<file path="src/design/vtp_pkg.sv">
// Package for the VT100 escape parser: result types, command codes, defaults.
`timescale 1ns / 1ps
`default_nettype none

package vtp_pkg;

  // Default depth of the parameter counter range.
  localparam int unsigned MAX_PARAMS_DEF = 8;

  // Result queue depth; holds two beats per byte with room for one in flight.
  localparam int unsigned RES_DEPTH = 4;

  localparam logic [7:0] SCREEN_ROWS_RESET = 8'd24;

  // Result kinds.
  localparam logic [4:0] KIND_BYTE      = 5'd0;
  localparam logic [4:0] KIND_UP        = 5'd1;
  localparam logic [4:0] KIND_DOWN      = 5'd2;
  localparam logic [4:0] KIND_RIGHT     = 5'd3;
  localparam logic [4:0] KIND_LEFT      = 5'd4;
  localparam logic [4:0] KIND_MOVE_ABS  = 5'd5;
  localparam logic [4:0] KIND_ERASE_DSP = 5'd6;
  localparam logic [4:0] KIND_ERASE_LN  = 5'd7;
  localparam logic [4:0] KIND_SAVE      = 5'd8;
  localparam logic [4:0] KIND_RESTORE   = 5'd9;
  localparam logic [4:0] KIND_IL        = 5'd10;
  localparam logic [4:0] KIND_DL        = 5'd11;
  localparam logic [4:0] KIND_ICH       = 5'd12;
  localparam logic [4:0] KIND_DCH       = 5'd13;
  localparam logic [4:0] KIND_ECH       = 5'd14;
  localparam logic [4:0] KIND_SU        = 5'd15;
  localparam logic [4:0] KIND_SD        = 5'd16;
  localparam logic [4:0] KIND_RESET     = 5'd17;

  typedef struct packed {
    logic [4:0] kind;
    logic [7:0] out_byte;
    logic [7:0] arg_a;
    logic [7:0] arg_b;
    logic       last;
  } res_t;

  // Results caused by one byte: up to two beats.
  typedef struct packed {
    logic [1:0] num;
    res_t       r0;
    res_t       r1;
  } push_t;

endpackage

`default_nettype wire

</file>
<file path="src/design/vtp_parser.sv">
// Parser state and single-pass decode of one received byte.
`timescale 1ns / 1ps
`default_nettype none

module vtp_parser #(
  parameter int unsigned MaxParams = vtp_pkg::MAX_PARAMS_DEF
) (
  input  wire logic          clk_i,
  input  wire logic          rst_ni,
  input  wire logic          fire_i,
  input  wire logic [7:0]    byte_i,
  input  wire logic [7:0]    screen_rows_i,
  output vtp_pkg::push_t     push_o
);

  localparam int unsigned CntW = $clog2(MaxParams + 1);
  localparam logic [CntW-1:0] CntMax = CntW'(MaxParams);

  localparam logic [1:0] ST_NORMAL = 2'd0;
  localparam logic [1:0] ST_ESC    = 2'd1;
  localparam logic [1:0] ST_CSI    = 2'd2;

  localparam logic [7:0] CH_ESC = 8'h1B;
  localparam logic [7:0] CH_CR  = 8'h0D;
  localparam logic [7:0] CH_LF  = 8'h0A;
  localparam logic [7:0] CH_BS  = 8'h08;
  localparam logic [7:0] CH_TAB = 8'h09;
  localparam logic [7:0] CH_BEL = 8'h07;
  localparam logic [7:0] TR_EOL = 8'h9B;
  localparam logic [7:0] TR_BS  = 8'h7E;
  localparam logic [7:0] TR_TAB = 8'h7F;
  localparam logic [7:0] TR_BEL = 8'hFD;
  localparam logic [7:0] TR_CLR = 8'h7D;

  logic [1:0]      state_q, state_d;
  logic [7:0]      first_q, first_d;
  logic [7:0]      second_q, second_d;
  logic [CntW-1:0] count_q, count_d;
  logic [7:0]      cur_q, cur_d;
  logic            saw_q, saw_d;
  logic            after_cr_q, after_cr_d;
  logic [7:0]      top_q, top_d;
  logic [7:0]      bot_q, bot_d;

  // Parameter values as seen at the final byte (after the last store).
  logic [7:0]      st_first, st_second, n1, n2, n1_def, n2_def;
  logic [CntW-1:0] st_count;
  logic [7:0]      full_bot, r_top, r_bot;
  logic            full;
  logic [7:0]      cur_x10;

  vtp_pkg::res_t   r0, r1;
  logic [1:0]      num;

  always_comb begin
    st_first  = first_q;
    st_second = second_q;
    st_count  = count_q;
    if (count_q < CntMax) begin
      if (count_q == '0) begin
        st_first = cur_q;
      end else if (count_q == CntW'(1)) begin
        st_second = cur_q;
      end
      st_count = count_q + CntW'(1);
    end
    n1       = saw_q ? st_first : 8'd0;
    n2       = (st_count >= CntW'(2)) ? st_second : 8'd0;
    n1_def   = (n1 == 8'd0) ? 8'd1 : n1;
    n2_def   = (n2 == 8'd0) ? 8'd1 : n2;
    full_bot = screen_rows_i - 8'd1;
    full     = (top_q == 8'd0) && (bot_q == full_bot);
    r_top    = (n1 != 8'd0) ? n1 - 8'd1 : 8'd0;
    r_bot    = (n2 != 8'd0) ? n2 - 8'd1 : full_bot;
    cur_x10  = {cur_q[4:0], 3'b000} + {cur_q[6:0], 1'b0};
  end

  always_comb begin
    state_d    = state_q;
    first_d    = first_q;
    second_d   = second_q;
    count_d    = count_q;
    cur_d      = cur_q;
    saw_d      = saw_q;
    after_cr_d = after_cr_q;
    top_d      = top_q;
    bot_d      = bot_q;
    r0         = '0;
    r1         = '0;
    num        = 2'd0;

    unique case (state_q)
      ST_ESC: begin
        state_d = ST_NORMAL;
        if (byte_i == "[") begin
          state_d  = ST_CSI;
          first_d  = 8'd0;
          second_d = 8'd0;
          count_d  = '0;
          cur_d    = 8'd0;
          saw_d    = 1'b0;
        end else if (byte_i == "7") begin
          r0.kind = vtp_pkg::KIND_SAVE;
          num     = 2'd1;
        end else if (byte_i == "8") begin
          r0.kind = vtp_pkg::KIND_RESTORE;
          num     = 2'd1;
        end else if (byte_i == "c") begin
          first_d     = 8'd0;
          second_d    = 8'd0;
          count_d     = '0;
          cur_d       = 8'd0;
          saw_d       = 1'b0;
          after_cr_d  = 1'b0;
          top_d       = 8'd0;
          bot_d       = full_bot;
          r0.kind     = vtp_pkg::KIND_RESET;
          r1.kind     = vtp_pkg::KIND_BYTE;
          r1.out_byte = TR_CLR;
          num         = 2'd2;
        end
      end
      ST_CSI: begin
        if (byte_i >= "0" && byte_i <= "9") begin
          saw_d = 1'b1;
          cur_d = cur_x10 + (byte_i - "0");
        end else if (byte_i == ";") begin
          first_d  = st_first;
          second_d = st_second;
          count_d  = st_count;
          cur_d    = 8'd0;
          saw_d    = 1'b1;
        end else if (byte_i == "?" || byte_i == ">" || byte_i == "=") begin
          state_d = ST_CSI;
        end else begin
          // Final byte: store the open value, then dispatch.
          first_d  = st_first;
          second_d = st_second;
          count_d  = st_count;
          state_d  = ST_NORMAL;
          r0.arg_a = n1_def;
          num      = 2'd1;
          unique case (byte_i)
            "A": r0.kind = vtp_pkg::KIND_UP;
            "B": r0.kind = vtp_pkg::KIND_DOWN;
            "C": r0.kind = vtp_pkg::KIND_RIGHT;
            "D": r0.kind = vtp_pkg::KIND_LEFT;
            "H", "f": begin
              r0.kind  = vtp_pkg::KIND_MOVE_ABS;
              r0.arg_b = n2_def;
            end
            "J": begin
              r0.kind  = vtp_pkg::KIND_ERASE_DSP;
              r0.arg_a = n1;
            end
            "K": begin
              r0.kind  = vtp_pkg::KIND_ERASE_LN;
              r0.arg_a = n1;
            end
            "s": begin
              r0.kind  = vtp_pkg::KIND_SAVE;
              r0.arg_a = 8'd0;
            end
            "u": begin
              r0.kind  = vtp_pkg::KIND_RESTORE;
              r0.arg_a = 8'd0;
            end
            "L": r0.kind = vtp_pkg::KIND_IL;
            "M": r0.kind = vtp_pkg::KIND_DL;
            "@": r0.kind = vtp_pkg::KIND_ICH;
            "P": r0.kind = vtp_pkg::KIND_DCH;
            "X": r0.kind = vtp_pkg::KIND_ECH;
            "S": begin
              r0.kind = vtp_pkg::KIND_SU;
              num     = full ? 2'd1 : 2'd0;
            end
            "T": begin
              r0.kind = vtp_pkg::KIND_SD;
              num     = full ? 2'd1 : 2'd0;
            end
            "r": begin
              r0.kind  = vtp_pkg::KIND_MOVE_ABS;
              r0.arg_a = 8'd1;
              r0.arg_b = 8'd1;
              if (r_top < screen_rows_i && r_bot < screen_rows_i && r_top < r_bot) begin
                top_d = r_top;
                bot_d = r_bot;
              end else begin
                top_d = 8'd0;
                bot_d = full_bot;
              end
            end
            default: begin
              r0  = '0;
              num = 2'd0;
            end
          endcase
        end
      end
      default: begin
        state_d = ST_NORMAL;
        if (byte_i == CH_ESC) begin
          state_d = ST_ESC;
        end else if (byte_i == CH_CR) begin
          after_cr_d  = 1'b1;
          r0.out_byte = TR_EOL;
          num         = 2'd1;
        end else if (byte_i == CH_LF) begin
          if (after_cr_q) begin
            after_cr_d = 1'b0;
          end else begin
            r0.out_byte = TR_EOL;
            num         = 2'd1;
          end
        end else begin
          after_cr_d = 1'b0;
          num        = 2'd1;
          unique case (byte_i)
            CH_BS:   r0.out_byte = TR_BS;
            CH_TAB:  r0.out_byte = TR_TAB;
            CH_BEL:  r0.out_byte = TR_BEL;
            default: r0.out_byte = {1'b0, byte_i[6:0]};
          endcase
        end
      end
    endcase

    r0.last = (num == 2'd1);
    r1.last = (num == 2'd2);
  end

  assign push_o.num = fire_i ? num : 2'd0;
  assign push_o.r0  = r0;
  assign push_o.r1  = r1;

  always_ff @(posedge clk_i or negedge rst_ni) begin
    if (!rst_ni) begin
      state_q    <= ST_NORMAL;
      first_q    <= 8'd0;
      second_q   <= 8'd0;
      count_q    <= '0;
      cur_q      <= 8'd0;
      saw_q      <= 1'b0;
      after_cr_q <= 1'b0;
      top_q      <= 8'd0;
      bot_q      <= vtp_pkg::SCREEN_ROWS_RESET - 8'd1;
    end else if (fire_i) begin
      state_q    <= state_d;
      first_q    <= first_d;
      second_q   <= second_d;
      count_q    <= count_d;
      cur_q      <= cur_d;
      saw_q      <= saw_d;
      after_cr_q <= after_cr_d;
      top_q      <= top_d;
      bot_q      <= bot_d;
    end
  end

endmodule

`default_nettype wire

</file>
<file path="src/design/vtp_result_fifo.sv">
// Result queue: takes up to two beats per cycle, hands out one.
`timescale 1ns / 1ps
`default_nettype none

module vtp_result_fifo (
  input  wire logic           clk_i,
  input  wire logic           rst_ni,
  input  wire vtp_pkg::push_t push_i,
  input  wire logic           pop_i,
  output logic                valid_o,
  output logic                room2_o,
  output vtp_pkg::res_t       head_o
);

  localparam int unsigned Depth = vtp_pkg::RES_DEPTH;
  localparam int unsigned PtrW  = $clog2(Depth);
  localparam int unsigned CntW  = $clog2(Depth + 1);

  vtp_pkg::res_t   mem_q [Depth];
  logic [PtrW-1:0] wptr_q, rptr_q;
  logic [CntW-1:0] count_q, after_pop;
  logic            do_pop;

  assign valid_o   = (count_q != '0);
  assign do_pop    = pop_i && valid_o;
  assign after_pop = count_q - CntW'(do_pop);
  assign room2_o   = (after_pop <= CntW'(Depth - 2));
  assign head_o    = mem_q[rptr_q];

  always_ff @(posedge clk_i) begin
    if (push_i.num != 2'd0) begin
      mem_q[wptr_q] <= push_i.r0;
    end
    if (push_i.num == 2'd2) begin
      mem_q[wptr_q + PtrW'(1)] <= push_i.r1;
    end
  end

  always_ff @(posedge clk_i or negedge rst_ni) begin
    if (!rst_ni) begin
      wptr_q  <= '0;
      rptr_q  <= '0;
      count_q <= '0;
    end else begin
      wptr_q  <= wptr_q + PtrW'(push_i.num);
      rptr_q  <= rptr_q + PtrW'(do_pop);
      count_q <= after_pop + CntW'(push_i.num);
    end
  end

`ifndef SYNTHESIS
  a_no_overflow: assert property (@(posedge clk_i) disable iff (!rst_ni)
    count_q <= CntW'(Depth))
    else $error("result queue overflow");
  a_push_has_room: assert property (@(posedge clk_i) disable iff (!rst_ni)
    (push_i.num != 2'd0) |-> (after_pop + CntW'(push_i.num) <= CntW'(Depth)))
    else $error("push without room");
`endif

endmodule

`default_nettype wire

</file>
<file path="src/design/vt100_escape_parser_top.sv">
// Top level of the VT100/ANSI escape sequence parser.
// Usage:
//   Receive channel: rx_valid_i / rx_stall_o carry one byte per beat on
//   rx_byte_i. A beat is taken on a rising edge with valid high, stall low.
//   Result channel: res_valid_o / res_stall_i carry one result per beat
//   (kind_o, out_byte_o, arg_a_o, arg_b_o, last_o). A byte yields zero, one
//   or two results; last_o marks the final one of a byte.
//   Config channel: cfg_valid_i / cfg_ready_o write screen_rows from
//   cfg_data_i; ready is always high. Write only while the block is idle.
// Timing:
//   One byte per cycle sustained while the result queue has room. A byte
//   is held in the input register, then decoded in a single pass, and its
//   results are written into a four-entry result queue.
//   A byte moves on only when the queue has room for two results, so the
//   queue depth sets how long a stalled receiver can be covered.
// Reset:
//   Asynchronous, active low. Parser returns to normal state, screen_rows
//   becomes 24 and the scroll region spans the full screen.
// Stall: when res_stall_i holds, results wait in the queue; without room for
//   two results, rx_stall_o rises; the byte holds in the input register.
`timescale 1ns / 1ps
`default_nettype none

module vt100_escape_parser_top #(
  parameter int unsigned MaxParams = vtp_pkg::MAX_PARAMS_DEF
) (
  input  wire logic       clk_i,
  input  wire logic       rst_ni,
  // receive channel
  input  wire logic       rx_valid_i,
  output logic            rx_stall_o,
  input  wire logic [7:0] rx_byte_i,
  // result channel
  output logic            res_valid_o,
  input  wire logic       res_stall_i,
  output logic [4:0]      kind_o,
  output logic [7:0]      out_byte_o,
  output logic [7:0]      arg_a_o,
  output logic [7:0]      arg_b_o,
  output logic            last_o,
  // config channel
  input  wire logic       cfg_valid_i,
  output logic            cfg_ready_o,
  input  wire logic [7:0] cfg_data_i
);

  logic           in_valid_q;
  logic [7:0]     in_byte_q;
  logic [7:0]     rows_q;
  logic           room2, fire, rx_take;
  vtp_pkg::push_t push;
  vtp_pkg::res_t  head;

  // Decode fires when a byte is held and the queue can take two results.
  assign fire       = in_valid_q && room2;
  assign rx_stall_o = in_valid_q && !fire;
  assign rx_take    = rx_valid_i && !rx_stall_o;
  assign cfg_ready_o = 1'b1;

  always_ff @(posedge clk_i or negedge rst_ni) begin
    if (!rst_ni) begin
      in_valid_q <= 1'b0;
    end else begin
      in_valid_q <= rx_take || (in_valid_q && !fire);
    end
  end

  // Byte register carries no reset; valid qualifies it.
  always_ff @(posedge clk_i) begin
    if (rx_take) begin
      in_byte_q <= rx_byte_i;
    end
  end

  always_ff @(posedge clk_i or negedge rst_ni) begin
    if (!rst_ni) begin
      rows_q <= vtp_pkg::SCREEN_ROWS_RESET;
    end else if (cfg_valid_i && cfg_ready_o) begin
      rows_q <= cfg_data_i;
    end
  end

  vtp_parser #(
    .MaxParams(MaxParams)
  ) u_parser (
    .clk_i        (clk_i),
    .rst_ni       (rst_ni),
    .fire_i       (fire),
    .byte_i       (in_byte_q),
    .screen_rows_i(rows_q),
    .push_o       (push)
  );

  vtp_result_fifo u_fifo (
    .clk_i  (clk_i),
    .rst_ni (rst_ni),
    .push_i (push),
    .pop_i  (!res_stall_i),
    .valid_o(res_valid_o),
    .room2_o(room2),
    .head_o (head)
  );

  assign kind_o     = head.kind;
  assign out_byte_o = head.out_byte;
  assign arg_a_o    = head.arg_a;
  assign arg_b_o    = head.arg_b;
  assign last_o     = head.last;

`ifndef SYNTHESIS
  a_stall_needs_byte: assert property (@(posedge clk_i) disable iff (!rst_ni)
    rx_stall_o |-> in_valid_q)
    else $error("stall with empty input register");
  a_cmd_no_byte: assert property (@(posedge clk_i) disable iff (!rst_ni)
    (res_valid_o && kind_o != vtp_pkg::KIND_BYTE) |-> (out_byte_o == 8'd0))
    else $error("command beat carries a byte");
  a_kind_range: assert property (@(posedge clk_i) disable iff (!rst_ni)
    res_valid_o |-> (kind_o <= vtp_pkg::KIND_RESET))
    else $error("result kind out of range");
  a_held_byte_stable: assert property (@(posedge clk_i) disable iff (!rst_ni)
    rx_stall_o |=> $stable(in_byte_q))
    else $error("held byte changed under stall");
`endif

endmodule

`default_nettype wire

</file>
<file path="config.mk">
export PLATFORM = sky130hd
export DESIGN_NAME = vt100_escape_parser_top
export DESIGN_NICKNAME = d
export VERILOG_FILES = /design/src/design/vtp_pkg.sv /design/src/design/vtp_parser.sv /design/src/design/vtp_result_fifo.sv /design/src/design/vt100_escape_parser_top.sv
export SDC_FILE = /design/constraint.sdc
export NUM_CORES = 1
export LEC_CHECK = 0
export ABC_AREA = 0
export BUFFER_PORTS_ARGS = -buffer_cell sky130_fd_sc_hd__buf_2
export CORE_MARGIN = 3
export CORE_UTILIZATION = 25
export CTS_CLUSTER_DIAMETER = 200
export DETAILED_ROUTE_END_ITERATION = 8
export GPL_ROUTABILITY_DRIVEN = 0
export PLACE_DENSITY = 0.48
export SYNTH_ARGS = -nofsm -noshare
export SYNTH_HDL_FRONTEND = slang
export SYNTH_SLANG_ARGS = --single-unit
</file>
<file path="constraint.sdc">
create_clock -name clk_i -period 4.5 [get_ports clk_i]
set_clock_uncertainty 0.05 [all_clocks]
set_input_delay 0.225 -clock clk_i [delete_from_list [all_inputs] [get_ports clk_i]]
set_output_delay 0.225 -clock clk_i [all_outputs]
set_load 0.02 [all_outputs]
</file>
Word-level counts from Yosys, hierarchy flattened:

Memory sizes are Yosys's and may differ from the RTL's.
Cells that the tools add are included.

* flip-flop bits (word level): 72
* memory bits (writable): 120
* bits of input ports: 21
* output and inout bits: 33
* logic and storage cells: 235
* memories: 1

* add/sub/neg operators: 12
* order comparisons: 8
* equal/unequal tests: 53
* muxes and demuxes: 111
* bitwise operators: 1
* reductions and logical operators: 34

Memories
* u_fifo.mem_q: depth 4, bits a word 30, rd ports 1, clocked after Yosys merged registers in 0, write ports 2, line vtp_result_fifo.sv:19 `vtp_pkg::res_t mem_q [Depth];`

Operators with widths (number)
* $mux W8: 42
* $eq A8 B7 Y1 const B: 20
* $pmux W8 S2: 7
* $mux W30: 3
* $pmux W5 S16: 1
* $mux W13: 4
* $eq A8 B6 Y1 const B: 6
* $pmux W8 S3: 2
* $eq A8 B4 Y1 const B: 4
* $mux W4: 8
* $mux W2: 14
* $logic_not A8 Y1: 3
* $lt A8 B8 Y1: 3
* $sub A8 B1 Y8 const B: 3
* $mux W5: 4
* $mux W1: 17
* $mux W17: 1
* $add A8 B8 Y8: 2
* $ne A2 B2 Y1 const B: 8
* $reduce_bool A8 Y1: 2
* $reduce_or A16 Y1: 1
* $reduce_and A7 Y1: 2
* $reduce_or A13 Y1: 1
* $pmux W2 S2: 3
* 37 further kinds: 58

Longest topological paths before layout:

Gate-level depths: netlist of the first run.

* word-level depth: 16
* gate-level depth with buffers: 25

Cells and area by module:

A second synthesis of the first run with hierarchy kept.

* cell total of the unflattened synthesis: 1048
* area total of the unflattened synthesis: 12234.2 sq um

By module, submodules not included
* vtp_result_fifo: instances 1, cells an instance 327, area an instance 6242.2 sq um, seq. area each 3778.6 sq um
* vtp_parser: instances 1, cells an instance 687, area an instance 5348.9 sq um, seq. area each 1206.2 sq um
* vt100_escape_parser_top: instances 1, cells an instance 34, area an instance 643.1 sq um, seq. area each 467.9 sq um

Least setup slack after synthesis of the first run:

No wires, ideal clock.

* path type: flip-flop to flip-flop
* from: register u_parser.count_q[0]
* to: register u_parser.bot_q[7]
* setup time: 0.138 ns
* arrival time: 4.675 ns
* slack: -0.363 ns
* cell stages (with the launch flop): 26
* path buffers: 5
* period minus slack after synthesis: 4.863 ns
* path through: dfrtp_1 > inv_1 > ha_1 > or4b_4 > buf_6 > clkbuf_1 > mux2i_1 > nor2_1 > inv_1 > ha_1 > nand4_1 > nand3_1 > clkbuf_1 > a311oi_1 > a21oi_1 > ha_1 > a21oi_1 > nor2b_1 > o21ai_0 > o2111a_1 > nand3_1 > or4_1 > buf_6 > buf_2 > a22oi_1 > o31ai_1

* longest elaborated chain between the ends: 16
* elaborated cells on any way between the ends: 30
* classes of those cells: add/sub (3); order compare (5); eq/ne (1); mux (16); reduce/logical (5)

RTL lines
* start: declaration: line vtp_parser.sv:38 `logic [CntW-1:0] count_q, count_d;`
* start signal: assignment: line vtp_parser.sv:251 `count_q <= count_d;`
* branches (longest 10 deep; another with $sub A8 B1 Y8)
* $mux W8 *: line vtp_parser.sv:185 `if (r_top < screen_rows_i && r_bot < screen_rows_i && r_top < r_bot) begin`
* $mux W8 *: line vtp_parser.sv:143 `unique case (byte_i)`
* $mux W8 *: line vtp_parser.sv:133 `end else if (byte_i == "?" || byte_i == ">" || byte_i == "=") begin`
* $mux W8 *: line vtp_parser.sv:127 `end else if (byte_i == ";") begin`
* $mux W8 *: line vtp_parser.sv:124 `if (byte_i >= "0" && byte_i <= "9") begin`
* $pmux W8 S2 *: line vtp_parser.sv:92 `unique case (state_q)`
* end signal: assignment: line vtp_parser.sv:246 `bot_q <= vtp_pkg::SCREEN_ROWS_RESET - 8'd1;`
* end signal: assignment: line vtp_parser.sv:256 `bot_q <= bot_d;`
* end: declaration: line vtp_parser.sv:43 `logic [7:0] bot_q, bot_d;`

Every way passes the cells marked *. The select of a mux whose other input is x is not followed.
A chain may end at the register's enable or synchronous reset.

Final worst setup path of the first run:

* from: register u_parser.count_q[0]
* to: register u_parser.bot_q[4]

Same word-level chain as after synthesis.

==> impl_metrics.ini, run 1 <==
[worst_setup_path]
worst-path-buf-inv = 3
crit_path_max_incr_delay_ps = 540
worstPathRequired_ps = 4830
crit_path_max_fanout = 10
criticalPathCategory = reg -> reg
r2r_slack_ps = 50
cp_cell_sequence = inv_2, ha_4, or4b_4, mux2i_4, a21oi_4, inv_2, ha_4, nand4_1, nand3_4, a311oi_2, a21oi_2, ha_1, a21oi_2, nor2b_1, o21ai_1, o2111a_1, nand3_2, or4_4, buf_6, mux2_4, o21ai_2
critical_path.top_delay_family = simple AND/OR/NAND/NOR gates
critPathSlowestCell = or4b_4
crit_path_start_kind = flip-flop
crit_arrival_ps = 4780
end_kind = flip-flop

[synthesis]
synth_fa_ha_area_share_pct = 6.223
synth_warnings = 0
synthArstFlopShare_pct = 33.33
syn_area_sq_mm = 0.01138
synth_top_area_share_pct = 16.18
synth_simple_gate_area_share_pct = 16.14
synth.most_common_cell = nand2_1
synthCells = 1170
ys_ff_latch = 192
ys_top_cells_by_count = nand2_1 (193), dfxtp_1 (92), o21ai_0 (88), mux2i_1 (69), dfrtp_1 (58)
synth.distinct_cells = 91
synth_compound_gate_area_share_pct = 16.93
synth_edf_count = 36
synth_top_family_by_area = compound AO/OA/AOI/OAI gates
syn_nets = 1244
seq_area_frac_synth_pct = 39.82
synth_top_cell_by_area = dfxtp_1
muxShareOfSynthArea_pct = 13.06
synth_xor_area_share_pct = 2.738
synthTopCellsByArea = dfxtp_1 (16%), dfrtp_1 (13%), edfxtp_1 (9.5%)
synth.avg_cell_area_sq_um = 9.726
synthFlopType = dfxtp_1

[clock_tree]
cts_root_buffer = clkbuf_16
htreeDepth = 4
worstSkewPairLatency_ps = 460
clk_path_buf_depth = 2
cts_tree = built
cts.sinks = 192
clkTransAtPathRegs_ps = 80
numCtsBuffers = 17

[floorplan]
die_x_microns = 219.4
io-pin-count = 54
die_height_microns = 219.4
initial_core_util_pct = 25.51
coreArea_sq_mm = 0.04461
row_count = 77
die-area_sq_mm = 0.04811

[timing]
slew_headroom_pct = 41.33
post-route-min-period_ps = 4450
rsz0062_at_grt = yes
final_hold_viol_count = 0
slew_violations = 0
tns_ps = 0
period_share_pct = 98.89
max_freq_mhz = 224.7
finalSetupViolCount = 0
tightestPinTransition_ps = 870.8

[status]
status = finished, final reports clean

[power_and_ir_drop]
power.total_mw = 5.796
p_leak_nw = 5.916
power_density_mw_per_mm2 = 415.0
max-vdd-ir-drop_mv = 0.2020

[placed_design]
numPortBuffers = 52
dp_hpwl_mm = 25.71
placed_area_sq_mm = 0.01289

[global_route]
globalRouteOverflowTotal = 0
grt_pass1_wl_mm = 55.98
antenna_found_initial = 1
grt_pass1_vias = 9672
grt_max_degree = 34
grtUsageTotal_pct = 14.89

[detailed_routing]
drtAntennaViolNets = 0
post-route-drc-count = 0
wl_per_cell_microns = 18.20
vias = 9403
drt-initial-drc-count = 660
first_pass_iters = 5
via_per_inst = 4.923
wirelength_mm = 34.77

[layout]
stdcell_area_sq_mm = 0.01397
n_antenna_cell = 0
final_nets = 1379
area_growth_pct = 22.74
drive_gt1_share_pct = 24.58

[flow_run]
maxCapViolCount = 0

[worst_hold_path]
hp-class = in -> reg
[through the flow]
step                      utilization, %  setup slack [ps]  instances  hold slack [ps]
after floorplan                        -            -47.05       1170           -120.6
after detailed placement           28.89            -139.9       1849            331.4
after global placement             28.89            -56.11       1849            321.8
after global routing               31.31            -214.8       1910            80.88
final                              31.31             50.10       1910            50.27
after CTS                          31.03            -7.885       1908            38.46
[power breakdown]
part,internal [mW],switching (mW),total (mW)
combinational,0.820,1.12,1.94
clock,0.809,0.800,1.61
sequential,2.00,0.248,2.25
[layout make-up]
type | count | area [sq um]
clock inverters | 14 | 187.7
multi-input cells | 850 | 6497
fillers | 4572 | 30640
repair buffers | 193 | 1388
flip-flops and latches | 192 | 4533
clock buffers | 18 | 429.2
well taps | 592 | 740.7
inverters | 51 | 191.4
[cells by family (layout without fill, tap and decap cells)]
family	count (synthesis)	count (layout)
adders and majority gates	53	53
xor gates and xnor gates	34	34
AOI/OAI and AO/OA	277	277
muxes	108	108
other	1	1
buffers and inverters	128	276
and+or+nand+nor	377	377
DFF	192	192
[flip-flops by register name, indices dropped and copies added (netlist names)]
signal,cells
u_parser.second_q,8
u_parser.count_q,4
in_valid_q,1
u_parser.cur_q,8
u_fifo.wptr_q,2
u_fifo.mem_q,120
u_parser.saw_q,1
rows_q,8
u_parser.bot_q,8
in_byte_q,8
u_parser.state_q,2
u_parser.first_q,8
u_parser.after_cr_q,1
u_fifo.rptr_q,2
u_fifo.count_q,3
u_parser.top_q,8
[worst reg2reg max path: cells and delay by family, from the launching register on]
| kind | cells | cell delay [ps] |
|---|---|---|
| AO/OA/AOI/OAI | 7 | 1040 |
| adder cells (fa/ha/maj) | 3 | 690 |
| buffers and inverters | 3 | 310 |
| flip-flops | 1 | 390 |
| multiplexers | 2 | 540 |
| AND/OR/NAND/NOR | 6 | 1360 |
[timing repair]
| action | 4_1_cts | 5_1_grt |
|---|---|---|
| hold endpoints to repair | 45 | 0 |
| pin swaps | 4 | 5 |
| buffers inserted | 9 | 2 |
| hold buffers | 18 | 0 |
| endpoints found under the setup margin | 16 | 16 |
| gates resized for setup | 19 | 33 |
[layer usage]
metal	track usage, %	vias up	wire [microns]
met1	20.66	4699	16790
li1	-	4532	-
met4	2.873	0	434
met5	0	-	0
met3	2.548	20	932
met2	24.46	152	16620
[cell usage in the layout (no fill, tap or decap), types with 18 or more instances in the layout]
cell and count:
mux4_2 30, ha_1 42, nand3_1 19, nor2_1 43, nand2_1 192, xnor2_1 19
buf_4 119, mux2i_1 66, buf_2 52, o21ai_0 80, dfxtp_1 92, edfxtp_1 36
inv_1 47, dlygate4sd3_1 18, dfrtp_1 57, a21oi_1 25
[worst paths after layout]
path	start	depth (start not counted)	end
setup / recovery	u_parser.count_q[0]	21	u_parser.bot_q[4]
hold / removal	cfg_valid_i	2	rows_q[3]
setup reg to reg	u_parser.count_q[0]	21	u_parser.bot_q[4]
hold reg to reg	u_fifo.mem_q[2][3]	2	u_fifo.mem_q[2][3]
max in group asynchronous	rst_ni	3	u_parser.bot_q[2]
min in group asynchronous	rst_ni	2	u_parser.count_q[1]
No activity file was read; power rests on OpenSTA's default activity.
==> inputs of run 2 (changes only) <==
--- a/config.mk
+++ b/config.mk
@@ -12,7 +12,7 @@
 export CTS_CLUSTER_DIAMETER = 200
 export DETAILED_ROUTE_END_ITERATION = 8
 export GPL_ROUTABILITY_DRIVEN = 0
-export PLACE_DENSITY = 0.48
+export PLACE_DENSITY = 0.46
 export SYNTH_ARGS = -nofsm -noshare
 export SYNTH_HDL_FRONTEND = slang
 export SYNTH_SLANG_ARGS = --single-unit
==> constraint.sdc (replaced) <==
create_clock -name clk_i -period 4.9 [get_ports clk_i]
set_clock_uncertainty 0.05 [all_clocks]
set_input_delay 0.245 -clock clk_i [delete_from_list [all_inputs] [get_ports clk_i]]
set_output_delay 0.245 -clock clk_i [all_outputs]
set_load 0.02 [all_outputs]
==> run 2 against run 1 <==
  * Sequential cell count is the same
  * Routed wire length shrank 0.48%
  * Hold slack gained 30 ps
  * Power shrank 10%
  * Register-to-register slack gained 70 ps
  * Combinational power shrank 12%
  * Clock-buffer cell count is the same
  * Utilization shrank 0.97 points
  * Global-route usage shrank 0.23 points
  * Design area shrank 3.1%
  * Largest cell class unchanged
==> impl_metrics.ini, run 2 (synthesis results as in run 1) <==
[status]
status = finished, final reports clean

[global_route]
grtUsageTotal_pct = 14.66
antenna_found_initial = 0
grt_pass1_vias = 9215
globalRouteOverflowTotal = 0
grt_pass1_wl_mm = 54.42
grt_max_degree = 65

[clock_tree]
worstSkewPairLatency_ps = 450
cts_root_buffer = clkbuf_16
cts_tree = built
numCtsBuffers = 17
cts.sinks = 192
clk_path_buf_depth = 2
clkTransAtPathRegs_ps = 70
htreeDepth = 4

[timing]
tightestPinTransition_ps = 878.8
final_hold_viol_count = 0
post-route-min-period_ps = 4781
finalSetupViolCount = 0
slew_violations = 0
max_freq_mhz = 209.2
period_share_pct = 97.58
slew_headroom_pct = 41.41

[detailed_routing]
wl_per_cell_microns = 18.52
drt-initial-drc-count = 638
first_pass_iters = 5
post-route-drc-count = 0
vias = 9269
via_per_inst = 4.962
drtAntennaViolNets = 0
wirelength_mm = 34.60

[worst_hold_path]
hp-class = in -> reg

[floorplan]
io-pin-count = 54
initial_core_util_pct = 25.51
die-area_sq_mm = 0.04811
row_count = 77
die_x_microns = 219.4
die_height_microns = 219.4
coreArea_sq_mm = 0.04461

[worst_setup_path]
crit_path_start_kind = flip-flop
worstPathRequired_ps = 5220
crit_top_cell = inv_1
critPathSlowestCell = or4b_4
cp_cell_sequence = inv_1, ha_1, or4b_4, mux2i_2, nor2_1, inv_1, ha_4, nand4_1, nand3_2, buf_8, mux2_2, inv_1, ha_1, a2111oi_2, a211oi_1, or4_4, buf_12, mux2_4, o21ai_1
crit_path_max_incr_delay_ps = 580
end_kind = flip-flop
criticalPathCategory = reg -> reg
crit_arrival_ps = 5100
crit_path_max_fanout = 12

[power_and_ir_drop]
p_switching_mw = 1.943
max-vdd-ir-drop_mv = 0.2029
p_leak_nw = 5.691
pwr-share-seq_pct = 39.8
power_density_mw_per_mm2 = 384.9
power.share.clock_pct = 27.5
p_int_mw = 3.266
p_comb_share_pct = 32.7
swShare_pct = 37.31

[flow_run]
maxCapViolCount = 0

[placed_design]
dp_hpwl_mm = 25.13
placed_cells = 1809
placed_area_sq_mm = 0.01255
numPortBuffers = 52

[layout]
multi_input_area_sq_mm = 0.006406
fillers = 4639
drive_gt1_share_pct = 20.69
final_nets = 1337
final_common_cell = nand2_1
seqCellArea_sq_mm = 0.004533
largest_reg_flops = 120
final_cell_mix = nand2_1 (193), dfxtp_1 (92), o21ai_0 (85), buf_4 (79), mux2i_1 (66)
area_growth_pct = 18.93
n_antenna_cell = 0
final_cells = 1868
stdcell_area_sq_mm = 0.01353
largest_register = u_fifo.mem_q
## run 2: final cells by class
cell class	instances	area share, %
multi-input cells	850	47.33
flip-flops and latches	192	33.49
repair buffers	151	7.895
well taps	592	5.473
clock buffers	18	3.171
inverters	51	1.414
clock inverters	14	1.220
## run 2: routing by layer
metal  track usage (%)  wire (microns)
met5                 0               0
met4             3.802             561
met3             2.132             918
met2             24.01           16100
met1             20.26           17020
## run 2: stage by stage
stage                     util, %  TNS (ps)  power, mW  worst slack, ps  hold slack [ps]
final                       30.34         0      5.209            118.8            80.68
after global routing        30.34    -112.9      5.524           -41.58            110.1
after CTS                   29.97         0      5.279            14.39            62.96
after detailed placement    28.15    -301.2      3.808           -56.82            376.8
after global placement      28.15         0      3.802            58.72            374.8
after floorplan                 -         0      3.251            37.24           -100.6
## run 2: worst max-delay path, delay by kind of cell (launching register included)
family / cells / cell delay (ps)
adders and majority gates: 3 / 620
and+or+nand+nor: 5 / 1570
muxes: 3 / 890
DFF: 1 / 400
AOI/OAI and AO/OA: 3 / 610
buffers and inverters: 5 / 570
## run 2: path summary, 6_finish.rpt
kind / from / endpoint / slack [ps] / cells after the start
setup reg to reg: u_parser.count_q[0] / u_parser.bot_q[3] / 120 / 19
setup / recovery: u_parser.count_q[0] / u_parser.bot_q[3] / 120 / 19
hold reg to reg: u_fifo.mem_q[2][10] / u_fifo.mem_q[2][10] / 410 / 2
max in group asynchronous: rst_ni / u_fifo.rptr_q[0] / 3710 / 3
hold / removal: cfg_valid_i / rows_q[3] / 80 / 3
min in group asynchronous: rst_ni / rows_q[5] / 490 / 3
## run 2: power by group through the flow
| stage | logic, mW | registers (mW) | clock network [mW] |
|---|---|---|---|
| after floorplan | 1.31 | 1.94 | 0 |
| after global placement | 1.69 | 2.11 | 0 |
| after detailed placement | 1.70 | 2.11 | 0 |
| after CTS | 1.72 | 2.07 | 1.48 |
| after global routing | 1.88 | 2.11 | 1.54 |
| final | 1.71 | 2.07 | 1.43 |
## run 2: timing repair
item,in CTS,in global routing
buffers inserted,3,6
pin swaps,1,8
endpoints found under the setup margin,12,15
hold buffers,18,0
hold endpoints to repair,75,0
gates resized for setup,7,29
